--- src/rtl/lfbd_pkg.sv ---
// ---------------------------------------------------------------------------
// lfbd_pkg: shared types and constants for the length framed byte deframer
// Frame bytes, store geometry, phase codes and the frame descriptor.
// ---------------------------------------------------------------------------
`timescale 1ns / 1ps
`default_nettype none

package lfbd_pkg;

  // Frame bytes
  localparam logic [7:0] START_BYTE   = 8'hFF;
  localparam logic [7:0] END_BYTE     = 8'hFE;
  localparam logic [7:0] LEN_OVERHEAD = 8'd3;

  // Store size and result limit
  localparam int MAX_PAYLOAD  = 64;
  localparam int RESULT_LIMIT = 64;
  localparam int EMIT_LIMIT   = (MAX_PAYLOAD < RESULT_LIMIT) ? MAX_PAYLOAD : RESULT_LIMIT;

  // Store geometry: two banks, one frame each
  localparam int SLOT_W    = (MAX_PAYLOAD > 1) ? $clog2(MAX_PAYLOAD) : 1;
  localparam int ADDR_W    = SLOT_W + 1;
  localparam int RAM_DEPTH = 2 ** ADDR_W;
  localparam int CNT_W     = $clog2(EMIT_LIMIT + 1);

  // Front phases, one-hot
  typedef enum logic [3:0] {
    PH_HUNT    = 4'b0001,
    PH_LENGTH  = 4'b0010,
    PH_PAYLOAD = 4'b0100,
    PH_END     = 4'b1000
  } phase_t;

  // Store write port
  typedef struct packed {
    logic              en;
    logic [ADDR_W-1:0] addr;
    logic [7:0]        data;
  } wr_t;

  // Accepted frame: bank and payload word count
  typedef struct packed {
    logic             bank;
    logic [CNT_W-1:0] count;
  } desc_t;

endpackage

`default_nettype wire

--- src/rtl/lfbd_ram.sv ---
// ---------------------------------------------------------------------------
// lfbd_ram: generic simple dual port RAM
// One write port, one read port with registered and held read data.
// ---------------------------------------------------------------------------
`timescale 1ns / 1ps
`default_nettype none

module lfbd_ram #(
  parameter int WIDTH = 8,
  parameter int DEPTH = 128
) (
  input  wire logic                     clk,
  input  wire logic                     we,
  input  wire logic [$clog2(DEPTH)-1:0] waddr,
  input  wire logic [WIDTH-1:0]         wdata,
  input  wire logic                     re,
  input  wire logic [$clog2(DEPTH)-1:0] raddr,
  output logic      [WIDTH-1:0]         rdata
);

  logic [WIDTH-1:0] mem [DEPTH];

  // Write
  always_ff @(posedge clk) begin
    if (we) begin
      mem[waddr] <= wdata;
    end
  end

  // Read, hold data between reads
  always_ff @(posedge clk) begin
    if (re) begin
      rdata <= mem[raddr];
    end
  end

endmodule

`default_nettype wire

--- src/rtl/lfbd_front.sv ---
// ---------------------------------------------------------------------------
// lfbd_front: frame parser
// Hunts for the start word, takes the length, stores the payload and checks
// the end word; a good frame is handed on as a descriptor.
// ---------------------------------------------------------------------------
`timescale 1ns / 1ps
`default_nettype none

module lfbd_front (
  input  wire logic               clk,
  input  wire logic               rst_n,
  input  wire logic               in_valid,
  output logic                    in_ready,
  input  wire logic [7:0]         in_rx_byte,
  input  wire logic               q_full,
  output logic                    push,
  output lfbd_pkg::desc_t         push_desc,
  output lfbd_pkg::wr_t           wr
);

  lfbd_pkg::phase_t phase_r, phase_nxt;
  logic [7:0]       exp_r, exp_nxt;
  logic [7:0]       rcv_r, rcv_nxt;
  logic             bank_r, bank_nxt;
  logic             accept;
  logic [7:0]       rcv_inc;

  // Stall only when both banks wait for the back end
  assign in_ready = !q_full;
  assign accept   = in_valid && in_ready;
  assign rcv_inc  = rcv_r + 8'd1;

  // Store write for payload words that fit
  always_comb begin
    wr.en   = accept && (phase_r == lfbd_pkg::PH_PAYLOAD) &&
              ({24'd0, rcv_r} < lfbd_pkg::MAX_PAYLOAD);
    wr.addr = {bank_r, rcv_r[lfbd_pkg::SLOT_W-1:0]};
    wr.data = in_rx_byte;
  end

  // Advance the phase on each accepted word
  always_comb begin
    phase_nxt       = phase_r;
    exp_nxt         = exp_r;
    rcv_nxt         = rcv_r;
    bank_nxt        = bank_r;
    push            = 1'b0;
    push_desc.bank  = bank_r;
    push_desc.count = rcv_r[lfbd_pkg::CNT_W-1:0];
    if (accept) begin
      unique case (phase_r)
        lfbd_pkg::PH_HUNT: begin
          if (in_rx_byte == lfbd_pkg::START_BYTE) begin
            phase_nxt = lfbd_pkg::PH_LENGTH;
            exp_nxt   = 8'd0;
            rcv_nxt   = 8'd0;
          end
        end
        lfbd_pkg::PH_LENGTH: begin
          exp_nxt   = (in_rx_byte > lfbd_pkg::LEN_OVERHEAD) ?
                      (in_rx_byte - lfbd_pkg::LEN_OVERHEAD) : 8'd1;
          phase_nxt = lfbd_pkg::PH_PAYLOAD;
        end
        lfbd_pkg::PH_PAYLOAD: begin
          rcv_nxt = rcv_inc;
          if (rcv_inc >= exp_r) begin
            phase_nxt = lfbd_pkg::PH_END;
          end
        end
        lfbd_pkg::PH_END: begin
          // Hand on a good frame and switch banks; drop anything else
          if (in_rx_byte == lfbd_pkg::END_BYTE &&
              {24'd0, rcv_r} <= lfbd_pkg::EMIT_LIMIT) begin
            push     = 1'b1;
            bank_nxt = !bank_r;
          end
          phase_nxt = lfbd_pkg::PH_HUNT;
        end
        default: begin
          phase_nxt = lfbd_pkg::PH_HUNT;
        end
      endcase
    end
  end

  always_ff @(posedge clk) begin
    if (!rst_n) begin
      phase_r <= lfbd_pkg::PH_HUNT;
      exp_r   <= 8'd0;
      rcv_r   <= 8'd0;
      bank_r  <= 1'b0;
    end else begin
      phase_r <= phase_nxt;
      exp_r   <= exp_nxt;
      rcv_r   <= rcv_nxt;
      bank_r  <= bank_nxt;
    end
  end

endmodule

`default_nettype wire

--- src/rtl/lfbd_queue.sv ---
// ---------------------------------------------------------------------------
// lfbd_queue: two entry descriptor queue
// Holds accepted frames between parser and emitter, one per store bank.
// ---------------------------------------------------------------------------
`timescale 1ns / 1ps
`default_nettype none

module lfbd_queue (
  input  wire logic            clk,
  input  wire logic            rst_n,
  input  wire logic            push,
  input  wire lfbd_pkg::desc_t push_desc,
  input  wire logic            pop,
  output logic                 full,
  output logic                 head_valid,
  output lfbd_pkg::desc_t      head
);

  lfbd_pkg::desc_t ent_r [2];
  logic            wptr_r, wptr_nxt;
  logic            rptr_r, rptr_nxt;
  logic [1:0]      cnt_r, cnt_nxt;
  logic            do_push, do_pop;

  assign full       = (cnt_r == 2'd2);
  assign head_valid = (cnt_r != 2'd0);
  assign head       = ent_r[rptr_r];
  assign do_push    = push && !full;
  assign do_pop     = pop && head_valid;

  // Advance pointers and fill count
  always_comb begin
    wptr_nxt = do_push ? !wptr_r : wptr_r;
    rptr_nxt = do_pop ? !rptr_r : rptr_r;
    cnt_nxt  = cnt_r + {1'b0, do_push} - {1'b0, do_pop};
  end

  always_ff @(posedge clk) begin
    if (!rst_n) begin
      wptr_r <= 1'b0;
      rptr_r <= 1'b0;
      cnt_r  <= 2'd0;
    end else begin
      wptr_r <= wptr_nxt;
      rptr_r <= rptr_nxt;
      cnt_r  <= cnt_nxt;
    end
  end

  // Entry storage
  always_ff @(posedge clk) begin
    if (do_push) begin
      ent_r[wptr_r] <= push_desc;
    end
  end

endmodule

`default_nettype wire

--- src/rtl/lfbd_back.sv ---
// ---------------------------------------------------------------------------
// lfbd_back: payload emitter
// Reads a stored frame word by word and presents it with index and last mark.
// ---------------------------------------------------------------------------
`timescale 1ns / 1ps
`default_nettype none

module lfbd_back (
  input  wire logic                         clk,
  input  wire logic                         rst_n,
  input  wire logic                         head_valid,
  input  wire lfbd_pkg::desc_t              head,
  output logic                              pop,
  output logic                              rd_en,
  output logic [lfbd_pkg::ADDR_W-1:0]       rd_addr,
  input  wire logic [7:0]                   rd_data,
  output logic                              out_valid,
  input  wire logic                         out_ready,
  output logic [7:0]                        out_payload_byte,
  output logic [5:0]                        out_byte_index,
  output logic                              out_last
);

  logic [lfbd_pkg::SLOT_W-1:0] idx_r, idx_nxt;
  logic                        pend_r, pend_nxt;
  logic [lfbd_pkg::SLOT_W-1:0] pend_idx_r;
  logic                        pend_last_r;
  logic                        ov_r, ov_nxt;
  logic [7:0]                  ob_r;
  logic [5:0]                  oi_r;
  logic                        ol_r;
  logic                        load, is_last;

  // Move read data into the output register when it is free
  assign load    = pend_r && (!ov_r || out_ready);
  // Issue a read when the read data register is free or emptying
  assign rd_en   = head_valid && (!pend_r || load);
  assign rd_addr = {head.bank, idx_r};
  assign is_last = (lfbd_pkg::CNT_W'(idx_r) + lfbd_pkg::CNT_W'(1) == head.count);
  // Free the bank once its final read is issued
  assign pop     = rd_en && is_last;

  always_comb begin
    idx_nxt  = idx_r;
    pend_nxt = pend_r;
    ov_nxt   = ov_r;
    if (rd_en) begin
      idx_nxt = is_last ? '0 : idx_r + 1'b1;
    end
    if (rd_en) begin
      pend_nxt = 1'b1;
    end else if (load) begin
      pend_nxt = 1'b0;
    end
    if (load) begin
      ov_nxt = 1'b1;
    end else if (out_ready) begin
      ov_nxt = 1'b0;
    end
  end

  always_ff @(posedge clk) begin
    if (!rst_n) begin
      idx_r  <= '0;
      pend_r <= 1'b0;
      ov_r   <= 1'b0;
    end else begin
      idx_r  <= idx_nxt;
      pend_r <= pend_nxt;
      ov_r   <= ov_nxt;
    end
  end

  // Track index and last mark of the read in flight
  always_ff @(posedge clk) begin
    if (rd_en) begin
      pend_idx_r  <= idx_r;
      pend_last_r <= is_last;
    end
  end

  // Output register
  always_ff @(posedge clk) begin
    if (load) begin
      ob_r <= rd_data;
      oi_r <= 6'(pend_idx_r);
      ol_r <= pend_last_r;
    end
  end

  assign out_valid        = ov_r;
  assign out_payload_byte = ob_r;
  assign out_byte_index   = oi_r;
  assign out_last         = ol_r;

endmodule

`default_nettype wire

--- src/rtl/length_framed_byte_deframer.sv ---
// ---------------------------------------------------------------------------
// length_framed_byte_deframer: start/length/payload/end byte deframer
// Takes one byte per word and emits the payload of each good frame.
// ---------------------------------------------------------------------------
// Input: one word per cycle; stalls only while two good frames wait to be sent.
// With the emitter idle, taking the end word queues the descriptor; the first
// payload word is then read from the store and registered at the output.
// Output: one payload word per cycle while out_ready is high, set by the single store read port.
// Reset: synchronous, active low; parser hunts, queue and output are empty.
// The payload store is two banks of RAM with no reset or clearing pass.
`timescale 1ns / 1ps
`default_nettype none

module length_framed_byte_deframer (
  input  wire logic       clk,
  input  wire logic       rst_n,
  input  wire logic       in_valid,
  output logic            in_ready,
  input  wire logic [7:0] in_rx_byte,
  output logic            out_valid,
  input  wire logic       out_ready,
  output logic [7:0]      out_payload_byte,
  output logic [5:0]      out_byte_index,
  output logic            out_last
);

  logic                          q_full;
  logic                          push;
  lfbd_pkg::desc_t               push_desc;
  lfbd_pkg::wr_t                 wr;
  logic                          pop;
  logic                          head_valid;
  lfbd_pkg::desc_t               head;
  logic                          rd_en;
  logic [lfbd_pkg::ADDR_W-1:0]   rd_addr;
  logic [7:0]                    rd_data;

  // Parse and store frames
  lfbd_front u_front (
    .clk        (clk),
    .rst_n      (rst_n),
    .in_valid   (in_valid),
    .in_ready   (in_ready),
    .in_rx_byte (in_rx_byte),
    .q_full     (q_full),
    .push       (push),
    .push_desc  (push_desc),
    .wr         (wr)
  );

  // Hold good frames
  lfbd_queue u_queue (
    .clk        (clk),
    .rst_n      (rst_n),
    .push       (push),
    .push_desc  (push_desc),
    .pop        (pop),
    .full       (q_full),
    .head_valid (head_valid),
    .head       (head)
  );

  // Payload store
  lfbd_ram #(
    .WIDTH (8),
    .DEPTH (lfbd_pkg::RAM_DEPTH)
  ) u_ram (
    .clk   (clk),
    .we    (wr.en),
    .waddr (wr.addr),
    .wdata (wr.data),
    .re    (rd_en),
    .raddr (rd_addr),
    .rdata (rd_data)
  );

  // Emit payload
  lfbd_back u_back (
    .clk              (clk),
    .rst_n            (rst_n),
    .head_valid       (head_valid),
    .head             (head),
    .pop              (pop),
    .rd_en            (rd_en),
    .rd_addr          (rd_addr),
    .rd_data          (rd_data),
    .out_valid        (out_valid),
    .out_ready        (out_ready),
    .out_payload_byte (out_payload_byte),
    .out_byte_index   (out_byte_index),
    .out_last         (out_last)
  );

endmodule

`default_nettype wire

--- config.mk ---
export PLATFORM = sky130hd
export DESIGN_NAME = length_framed_byte_deframer
export DESIGN_NICKNAME = d
export VERILOG_FILES = /design/src/rtl/lfbd_pkg.sv /design/src/rtl/lfbd_ram.sv /design/src/rtl/lfbd_front.sv /design/src/rtl/lfbd_queue.sv /design/src/rtl/lfbd_back.sv /design/src/rtl/length_framed_byte_deframer.sv
export SDC_FILE = /design/constraint.sdc
export NUM_CORES = 1
export LEC_CHECK = 0
export BUFFER_PORTS_ARGS = -buffer_cell sky130_fd_sc_hd__buf_2
export CAP_MARGIN = 25
export CELL_PAD_IN_SITES_DETAIL_PLACEMENT = 0
export CELL_PAD_IN_SITES_GLOBAL_PLACEMENT = 1
export CORE_ASPECT_RATIO = 0.7
export CORE_UTILIZATION = 25
export CTS_CLUSTER_DIAMETER = 30
export DETAILED_ROUTE_END_ITERATION = 10
export GPL_TIMING_DRIVEN = 1
export PLACE_DENSITY_LB_ADDON = 0.1
export REMOVE_ABC_BUFFERS = 1
export SETUP_SLACK_MARGIN = 0.05
export SYNTH_ARGS = -nofsm -noshare
export SYNTH_HDL_FRONTEND = slang
export SYNTH_HIERARCHICAL = 1
export SYNTH_SLANG_ARGS = --single-unit
--- constraint.sdc ---
create_clock -name clk -period 3.9 [get_ports clk]
set_clock_uncertainty 0.2 [all_clocks]
set_input_delay 0.39 -clock clk [delete_from_list [all_inputs] [get_ports clk]]
set_output_delay 0.39 -clock clk [all_outputs]
set_load 0.01 [all_outputs]
==> out/qor.yml, run 1 <==
critical_path:
  reg2reg_slack_ns: 0.22
  r2r_start: "u_queue/cnt_r[0]$_SDFF_PN0_"
  cp_top_family: "simple AND/OR/NAND/NOR gates"
  worst-path-buf-inv: 5
  crit_arrival_ns: 3.97
  cp_max_fo: 13
  path_class: "reg2reg"
  cp_slowest_cell: "or4_1"
  cp-startpoint: "u_queue/cnt_r[0]$_SDFF_PN0_"
  crit_required_ns: 4.20
  path_cells: "nand2b_1 -> inv_1 -> nand2b_1 -> or4_1 -> nor4b_2 -> buf_4 -> nor2b_1 -> buf_4 -> nand2_1 -> buf_4 -> nor2_1 -> buf_4"
  setup.worst_path.end: "u_ram/mem[36][1]$_DFFE_PP_"
  cp_num_cells: 12
  setup.worst_path.start_class: "register"
  end_kind: "register"
  reg2reg_depth: 12
  rr_endpoint: "u_ram/mem[36][1]$_DFFE_PP_"
  crit_path_frequent_cell: "buf_4"
  crit_path_max_incr_delay_ns: 0.50
sta:
  hold_viol: 0
  hold_ws_ns: 0.0508
  tns_ns: 0
  timing.final.crit_period_ns: 3.68
  setup_viol: 0
  final_max_slew_viol_count: 0
  timing.final.ws_setup_ns: 0.224
  max_slew_margin_pct: 44.4
  fmax_ghz: 0.272
  fin_crit_sh_pct: 94.2
  max_slew.worst_pin.slew_ns: 0.834
  rsz0062_at_grt: "no"
power_and_ir_drop:
  powerDensity_nw_per_um2: 566
  leakage_nw: 17.1
  ir_drop_mv: 0.340
  total_power_mw: 31.1
detailed_routing:
  vias: 21300
  avgViaCountPerCell: 4.48
  drt.antenna.violating_nets: 0
  wl_per_cell_um: 27.1
  drt-initial-drc-count: 1741
  dr.pass1.iters: 5
  route.detailed.drc: 0
  drt_wl_total_um: 129000
synthesis:
  synth_top_area_share_pct: 74.2
  ys_warn_count: 6
  synth.area.top_cells: "edfxtp_1, mux4_2, dfxtp_1"
  synth_area_um2: 43300
  synth_flop_cell: "edfxtp_1"
  yosysMostFrequentCell: "edfxtp_1"
  synth_largest_area_cell: "edfxtp_1"
  synth-edff-count: 1070
  synth_cell_types: 58
  yosysSeqAreaShare_pct: 75.8
  synth_mux_area_share_pct: 17.9
  synth_adder_area_share_pct: 0.433
  yosys.area_share.simple_pct: 2.87
  synth_top_family_by_area: "multiplexers"
  syn_area_per_cell_um2: 22.1
  ys_seq_elements: 1104
  async_flop_share_pct: 0
  synth_xor_area_share_pct: 0.482
  synth_cells: 1958
  ys_top_cells_by_count: "edfxtp_1, mux4_2, nor2_1"
  synth_compound_area_share_pct: 0.936
grt:
  grt_usage_pct: 14.9
  grt_pass1_vias: 22600
  grt_max_degree: 107
  grt_pass1_wl_um: 180000
  antenna_found_initial: 18
  overflow: 0
clock_network:
  htree_levels: 4
  cts.clk_slew.worst_paths_ns: 0.05
  cts.sinks: 1104
  cts_buffers: 199
  clockBufferDepth: 3
  postCtsSetupBuffers: 0
  cts_tree: "yes"
  cts_root_buf: "clkbuf_16"
  insertion_delay_ns: 0.80
place:
  dp_hpwl_um: 82100
  preCtsSetupSlack_ns: 0.184
  dpl-instance-area_um2: 47700
  io_buffers: 28
  dp_cells: 4353
  gp_congestion: 0.734
run:
  max-cap-violations: 0
floorplanning:
  ios: 29
  rows: 127
  die_area_um2: 175000
  chipHeight_um: 350
  core_um2: 172000
  initial_core_util_pct: 25.2
  die_w_um: 500
hold_path:
  hp-class: "in2reg"
run_status:
  status: "finished, final reports clean"
cells_and_area:
  fin_nets: 2336
  fin_cells: 4746
  fillers: 16400
  fin_util_pct: 32.0
  fin_area_um2: 54900
  syn_to_final_growth_pct: 26.8
  drive_gt1_share_pct: 39.4
worst min path at each step:
stage                                         from                                  to  slack (ns)  depth (start not counted)
floorplan           u_back/pend_idx_r[0]$_DFFE_PP_  u_back/out_byte_index[0]$_DFFE_PP_        0.20                          0
global placement    u_back/pend_idx_r[4]$_DFFE_PP_  u_back/out_byte_index[4]$_DFFE_PP_        0.21                          0
finish                               in_rx_byte[1]         u_ram/mem[114][1]$_DFFE_PP_        0.05                          2
global route                         in_rx_byte[1]          u_ram/mem[37][1]$_DFFE_PP_        0.07                          2
CTS                                  in_rx_byte[1]          u_ram/mem[37][1]$_DFFE_PP_        0.03                          2
detailed placement  u_back/pend_idx_r[5]$_DFFE_PP_  u_back/out_byte_index[5]$_DFFE_PP_        0.21                          0
cell type report:
cell class	instances	area (µm²)	share of cell area, %
well taps	2257	2820	5.14
multi-input cells	716	9820	17.9
clock buffers	213	5050	9.20
diodes	4	10.0	0.0182
inverters	19	71.3	0.130
clock inverters	164	1970	3.58
repair buffers	269	2340	4.26
flip-flops and latches	1104	32800	59.8
cell families (layout without fill, tap and decap cells):
kind of cell / after synthesis / count (layout)
buffers and inverters: 138 / 665
multiplexers: 354 / 354
flip-flops: 1104 / 1104
AO/OA/AOI/OAI: 56 / 56
adder cells (fa/ha/maj): 15 / 15
AND/OR/NAND/NOR: 268 / 268
other: 0 / 4
XOR/XNOR: 23 / 23
worst reg2reg max path, cell delays in order, from the launching register on:
cell      delay (ns)
dfxtp_1         0.36
nand2b_1        0.18
inv_1           0.09
nand2b_1        0.25
or4_1           0.50
nor4b_2         0.33
buf_4           0.23
nor2b_1         0.25
buf_4           0.18
nand2_1         0.05
buf_4           0.26
nor2_1          0.27
buf_4           0.25
state kept, by name (all words and copies together) (netlist names), named ones only:
register                 flops
u_back/idx_r                 6
u_back/out_byte_index        6
u_back/out_last              1
u_back/out_payload_byte      8
u_back/out_valid             1
u_back/pend_idx_r            6
u_back/pend_last_r           1
u_back/pend_r                1
u_front/bank_r               1
u_front/exp_r                8
u_front/phase_r              4
u_front/rcv_r                8
u_queue/cnt_r                2
u_queue/ent_r               16
u_queue/rptr_r               1
u_queue/wptr_r               1
u_ram/mem                 1024
u_ram/rdata                  8
power by group:
| group | switching [mW] | internal (mW) |
|---|---|---|
| combinational | 0.236 | 0.0423 |
| clock | 6.44 | 11.4 |
| sequential | 0.0000508 | 13.0 |
repair_timing:
action / 4_1_cts / 5_1_grt
setup endpoints to repair: 0 / 24
hold buffers: 11 / 0
gates resized for setup: 0 / 3
hold endpoints to repair: 102 / 0
cell usage in the layout, fill, tap and decap left out, types with 9 or more instances in the layout:
master / count
bufinv_16: 27
nor2_1: 128
inv_6: 25
ha_1: 15
buf_4: 211
clkbuf_16: 200
xnor2_1: 15
nor2b_1: 11
mux4_2: 336
inv_1: 19
o21ai_0: 10
a21oi_1: 9
mux2_2: 16
clkinvlp_4: 30
dfxtp_1: 29
dlygate4sd3_1: 11
edfxtp_1: 1070
buf_2: 20
nand2_1: 38
nor3_1: 15
clkbuf_1: 13
clkinv_1: 18
o2bb2ai_1: 9
buf_12: 26
nand2b_1: 11
clkinv_4: 16
nand3_1: 25
clkinv_2: 29
layer usage:
metal / part of all wire, % / GRT usage (%) / wire length (µm) / vias to the layer above
met2: 44 / 21.7 / 56000 / 544
li1: - / - / - / 9005
met3: 5.5 / 3.39 / 7120 / 175
met5: 0 / 0 / 0 / -
met4: 1.9 / 4.16 / 2400 / 0
met1: 49 / 22.0 / 63000 / 11500
No activity file was read; power rests on OpenSTA's default activity.
==> run 2: changes to the inputs <==
- REMOVE_ABC_BUFFERS: 1 -> default
==> out/qor.yml, run 2 (synthesis gave the netlist of run 1 again) <==
hold_path:
  hp-class: "in2reg"
  hp-start: "in_rx_byte[5]"
  hold_depth: 2  # unchanged
  min_to: "u_ram/mem[100][5]$_DFFE_PP_"
sta:
  max_slew.worst_pin.slew_ns: 0.968  # +0.134 ns
  rsz0062_at_grt: "no"
  timing.final.ws_setup_ns: 0.268  # +0.0441 ns
  fmax_ghz: 0.275  # +1.2%
  max_slew_margin_pct: 35.5  # -8.9 points
  tns_ns: 0  # unchanged
  final_max_slew_viol_count: 0  # unchanged
  hold_ws_ns: 0.100  # +0.0494 ns
  fin_crit_sh_pct: 93.1  # -1.1 points
  hold_viol: 0  # unchanged
  timing.final.crit_period_ns: 3.63  # -0.0441 ns
  setup_viol: 0  # unchanged
power_and_ir_drop:
  intPower_mw: 25.0  # +2.4%
  p_sw_share_pct: 21.1  # -0.35 points
  combPwrFrac_pct: 0.8  # about the same
  powerDensity_nw_per_um2: 574  # +1.5%
  p_switching_mw: 6.69  # +0.29%
  total_power_mw: 31.7  # +2.0%
  power_frac_seq_pct: 41.1  # -0.7 points
  power_frac_clock_pct: 58.1  # +0.8 points
  ir_drop_mv: 0.351  # +3.2%
  leakage_nw: 17.3  # +0.86%
clock_network:
  cts_root_buf: "clkbuf_16"
  insertion_delay_ns: 0.81  # about the same
  cts_buffers: 210  # +5.5%
  postCtsSetupBuffers: 0  # unchanged
  htree_levels: 4  # unchanged
  clockBufferDepth: 3  # unchanged
  cts_tree: "yes"
  cts.sinks: 1104  # unchanged
  cts.clk_slew.worst_paths_ns: 0.05  # about the same
floorplanning:
  core_um2: 172000  # unchanged
  ios: 29  # unchanged
  initial_core_util_pct: 25.2  # unchanged
  rows: 127  # unchanged
  chipHeight_um: 350  # unchanged
  die_area_um2: 175000  # unchanged
  die_w_um: 500  # unchanged
critical_path:
  reg2reg_slack_ns: 0.27  # +0.04 ns
  rr_endpoint: "u_ram/mem[68][3]$_DFFE_PP_"
  path_class: "reg2reg"
  crit_required_ns: 4.19  # about the same
  reg2reg_depth: 11  # -1
  cp_max_fo: 13  # unchanged
  crit_arrival_ns: 3.92  # -0.05 ns
  cp-startpoint: "u_queue/cnt_r[0]$_SDFF_PN0_"
  end_kind: "register"
  setup.worst_path.start_class: "register"
  r2r_start: "u_queue/cnt_r[0]$_SDFF_PN0_"
grt:
  overflow: 0  # unchanged
  antenna_found_initial: 16  # -2
  grt_pass1_vias: 22600  # +0.044%
  grt_usage_pct: 14.9  # +0.028 points
  grt_max_degree: 73  # -32%
  grt_pass1_wl_um: 181000  # +0.59%
cells_and_area:
  syn_to_final_growth_pct: 27.4
  fin_area_um2: 55200  # +0.46%
  drive_gt1_share_pct: 39.4  # about the same
  fin_nets: 2341  # +0.21%
  biggestRegsByFlops: "u_ram/mem: 1024 flops, u_queue/ent_r: 16 flops"
  final_common_cell: "edfxtp_1"
  layout_common_cells: "edfxtp_1, mux4_2, clkbuf_16"
  largest_register_ffs: 1024  # unchanged
  regMostFlops: "u_ram/mem"
detailed_routing:
  drt_wl_total_um: 129000  # +0.13%
  wl_per_cell_um: 27.1  # -0.10%
  route.detailed.drc: 0  # unchanged
  vias: 21700  # +2.3%
  drt.antenna.violating_nets: 0  # unchanged
  dr.pass1.iters: 5  # unchanged
  avgViaCountPerCell: 4.57  # +2.0%
  drt-initial-drc-count: 1825  # +4.8%
place:
  dp_hpwl_um: 81100  # -1.2%
  dpl-instance-area_um2: 47700  # about the same
  preCtsSetupSlack_ns: 0.0925  # -0.0911 ns
  gp_congestion: 0.738  # +0.45%
  io_buffers: 28  # unchanged
synthesis:
  synth.net_count: 1985
run:
  max-cap-violations: 0  # unchanged
run_status:
  status: "finished, final reports clean"
-- run 2: metal layers --
layer / vias up / GRT usage (%) / part of all wire [%]
met1: 11900 / 22.3 / 49
met4: 2 / 4.68 / 2.1
li1: 9047 / - / -
met3: 190 / 3.56 / 5.9
met2: 604 / 21.0 / 43
met5: - / 0 / 0.010
-- run 2: worst max-delay path by stage --
| stage | end | slack, ns | cells past startpoint |
|---|---|---|---|
| floorplan | u_ram/mem[110][0]$_DFFE_PP_ | 0.59 | 10 |
| global placement | u_ram/mem[4][1]$_DFFE_PP_ | 0.08 | 11 |
| detailed placement | u_ram/mem[4][2]$_DFFE_PP_ | 0.09 | 11 |
| CTS | u_ram/mem[4][3]$_DFFE_PP_ | 0.19 | 11 |
| global route | u_ram/mem[68][3]$_DFFE_PP_ | 0.05 | 11 |
| finish | u_ram/mem[68][3]$_DFFE_PP_ | 0.27 | 11 |
-- run 2: worst max-delay path: stages, from the launching register on --
cell,delay [ns]
dfxtp_1,0.38
nand2b_1,0.20
inv_1,0.12
nand2b_1,0.28
or4_1,0.52
nor4b_4,0.32
buf_4,0.20
nor2b_1,0.25
nand2_1,0.14
buf_12,0.19
nor2_1,0.23
buf_4,0.27
-- run 2: repair_timing --
action / in CTS / in global routing
hold buffers: 11 / 0
resized for setup: 1 / 2
pin swaps: 0 / 0
setup endpoints to repair: 2 / 21
hold endpoints to repair: 59 / 0
-- run 2: per-stage QoR --
| step | cells | util (%) |
|---|---|---|
| 6_report | 4757 | 32.1 |
| 5_1_grt | 4754 | 32.1 |
| 4_1_cts | 4753 | 32.1 |
| 3_5_place_dp | 4348 | 27.8 |
| 3_3_place_gp | 4347 | 27.8 |
| 2_1_floorplan | 1958 | - |
-- run 2: cell type report --
type,count,area (µm²)
clock inverter,157,1800
fill,16300,116000
tap,2257,2820
timing repair buffer,263,2310
multi-input combinational,716,9840
inverter,19,71.3
clock buffer,237,5490
sequential,1104,32800
antenna,4,10.0
-- run 2: power groups by stage --
stage	logic, mW	clock network (mW)	registers, mW
after CTS	0.272	18.9	13.0
after floorplan	0.105	0	13.2
final	0.257	18.4	13.0
after global placement	0.250	0	13.2
after global routing	0.285	19.4	13.0
after detailed placement	0.266	0	13.2
==> run 3: changes to the inputs <==
- REMOVE_ABC_BUFFERS: default -> 1
- SYNTH_HIERARCHICAL: 1 -> default
==> out/qor.yml, run 3 <==
run_status:
  status: "finished, final reports clean"
run:
  max-cap-violations: 0  # unchanged
synthesis:
  yosysMostFrequentCell: "edfxtp_1"
  synth_top_area_share_pct: 74.8  # +0.65 points
  syn_area_per_cell_um2: 19.5  # -12%
  synth.area.top_cells: "edfxtp_1, mux4_2, mux2i_1"
  yosysSeqAreaShare_pct: 76.4  # +0.67 points
  synth_cell_types: 53  # -8.6%
  ys_warn_count: 0  # -6
  synth_flop_cell: "edfxtp_1"
  synth_cells: 2199  # +12%
  ys_seq_elements: 1104  # unchanged
  ys_top_cells_by_count: "edfxtp_1, mux4_2, nor2_1"
  synth-edff-count: 1070  # unchanged
  synth_largest_area_cell: "edfxtp_1"
  synth_area_um2: 42900  # -0.88%
  async_flop_share_pct: 0  # unchanged
cells_and_area:
  fin_nets: 2634  # +13%
  regMostFlops: "u_ram.mem"
  largest_register_ffs: 1024  # unchanged
  layout_common_cells: "edfxtp_1, buf_4, clkbuf_16"
  fin_util_pct: 32.9  # +0.80 points
  syn_to_final_growth_pct: 30.0
  final_common_cell: "edfxtp_1"
  drive_gt1_share_pct: 31.6  # -7.8 points
  fillers: 16100  # -1.4%
  biggestRegsByFlops: "u_ram.mem: 1024 flops, u_queue.ent_r: 16 flops"
detailed_routing:
  avgViaCountPerCell: 4.52  # -1.0%
  wl_met1_um: 63200  # -0.38%
  wl_met2_um: 56800  # +3.2%
  maxUsedRoutingLayer: "met5"
  dr.pass1.iters: 5  # unchanged
  route.detailed.drc: 0  # unchanged
  vias: 22900  # +5.2%
  drt-initial-drc-count: 1970  # +7.9%
  drt_wl_total_um: 132000  # +2.3%
  wl_met3_um: 9200  # +21%
  wl_per_cell_um: 26.1  # -3.7%
  drt.antenna.violating_nets: 0  # unchanged
hold_path:
  hp-start: "in_rx_byte[6]"
  hp-class: "in2reg"
clock_network:
  clockBufferDepth: 3  # unchanged
  cts.sinks: 1104  # unchanged
  cts_buffers: 230  # +9.5%
  htree_levels: 4  # unchanged
  cts.clk_slew.worst_paths_ns: 0.05  # about the same
  cts_tree: "yes"
  insertion_delay_ns: 0.81  # about the same
  postCtsSetupBuffers: 0  # unchanged
  cts_root_buf: "clkbuf_16"
floorplanning:
  die_area_um2: 173000  # -0.87%
  die_w_um: 497  # -0.44%
  core_um2: 169000  # -1.2%
  rows: 126  # -0.79%
  chipHeight_um: 349  # -0.44%
  ios: 29  # unchanged
  initial_core_util_pct: 25.3  # +0.095 points
power_and_ir_drop:
  powerDensity_nw_per_um2: 600  # +4.4%
  total_power_mw: 33.5  # +5.6%
  ir_drop_mv: 0.373  # +6.5%
  leakage_nw: 17.7  # +2.4%
place:
  preCtsSetupSlack_ns: 0.430  # +0.338 ns
  dp_hpwl_um: 84300  # +3.9%
  gp_congestion: 0.778  # +5.5%
  io_buffers: 28  # unchanged
sta:
  hold_viol: 0  # unchanged
  fmax_ghz: 0.296  # +7.5%
  rsz0062_at_grt: "no"
  final_max_slew_viol_count: 0  # unchanged
  fin_crit_sh_pct: 86.7  # -6.5 points
  setup_viol: 0  # unchanged
  timing.final.ws_setup_ns: 0.520  # +0.252 ns
  timing.final.crit_period_ns: 3.38  # -0.252 ns
  max_slew_margin_pct: 26.9  # -8.6 points
  max_slew.worst_pin.slew_ns: 1.09  # +0.126 ns
grt:
  antenna_found_initial: 19  # +3
  grt_max_degree: 112  # +53%
  overflow: 0  # unchanged
  grt_pass1_wl_um: 185000  # +2.2%
  grt_usage_pct: 15.2  # +0.25 points
  grt_pass1_vias: 24100  # +6.9%
critical_path:
  crit_required_ns: 4.26  # +0.07 ns
  end_kind: "register"
  setup.worst_path.start_class: "register"
  path_class: "reg2reg"
  r2r_start: "u_back.idx_r[0]$_SDFFE_PN0P_"
  cp_top_family: "buffers and inverters"
  cp_num_cells: 9  # -2
  path_cells: "buf_12 -> buf_4 -> buf_4 -> mux4_2 -> a22oi_1 -> buf_4 -> nand4_1 -> a22oi_1 -> nand2_1"
  reg2reg_slack_ns: 0.52  # +0.25 ns
  cp_slowest_cell: "mux4_2"
  worst-path-buf-inv: 4  # unchanged
  cp_max_fo: 27  # +14
  rr_endpoint: "u_ram.rdata[4]$_DFFE_PP_"
  cp-startpoint: "u_back.idx_r[0]$_SDFFE_PN0P_"
  crit_path_max_incr_delay_ns: 0.51  # about the same
  crit_path_frequent_cell: "buf_4"
  reg2reg_depth: 9  # -2
  crit_arrival_ns: 3.74  # -0.18 ns
  setup.worst_path.end: "u_ram.rdata[4]$_DFFE_PP_"
## run 3: cell count changes in the layout (fill, tap and decap cells not counted), moves of 24 or more
cell / previous run / this run
a21oi_1: 9 / 33
buf_4: 203 / 241
nor2_1: 131 / 171
mux4_2: 336 / 196
nand3_1: 25 / 50
a22oi_1: 0 / 138
mux2i_1: 2 / 126
## run 3: worst min-delay path by stage
stage	endpoint	slack, ns	cells after the start
3_3_place_gp	u_back.out_byte_index[1]$_DFFE_PP_	0.21	0
4_1_cts	u_ram.mem[55][6]$_DFFE_PP_	0.06	2
2_1_floorplan	u_back.out_byte_index[0]$_DFFE_PP_	0.20	0
3_5_place_dp	u_back.out_byte_index[0]$_DFFE_PP_	0.20	0
6_report	u_ram.mem[55][6]$_DFFE_PP_	0.11	2
5_1_grt	u_ram.mem[55][6]$_DFFE_PP_	0.09	2
## run 3: report_power, final
part	switching [mW]	internal [mW]
clock network	6.74	13.4
logic	0.255	0.0484
registers	0.00475	13.0
total	7.00	26.5
## run 3: layout make-up
class	instances	area (µm²)	area share, %
clock inverters	187	2190	3.92
repair buffers	295	2470	4.43
inverters	17	63.8	0.114
diodes	3	7.51	0.0134
well taps	2240	2800	5.02
multi-input cells	959	9540	17.1
flip-flops and latches	1104	32800	58.8
clock buffers	250	5940	10.6
## run 3: logic make-up after synthesis
kind of cell               Yosys count  share of synthesized area, %
DFF                               1104                          76.4
and+or+nand+nor                    348                          3.68
muxes                              327                          13.4
AOI/OAI and AO/OA                  241                          4.08
buffers and inverters              136                          1.45
xor gates and xnor gates            28                         0.571
adders and majority gates           15                         0.437
## run 3: through the flow
step	TNS [ns]	area [µm²]	cells	hold slack [ns]
after global placement	0	47500	4602	0.210
after global routing	0	55800	5053	0.0881
final	0	55800	5055	0.113
after floorplan	-164.65	42400	2080	0.200
after detailed placement	0	47500	4603	0.205
after CTS	0	55800	5049	0.0598
## run 3: what timing repair did
item	4_1_cts	5_1_grt
gates resized for setup	0	0
hold buffers	9	1
endpoints found under the hold margin	92	7
## run 3: routing by layer
metal	up-vias	track usage (%)
li1	9990	-
met1	12100	21.9
met3	197	4.11
met5	-	0
met2	623	21.8
met4	2	4.82
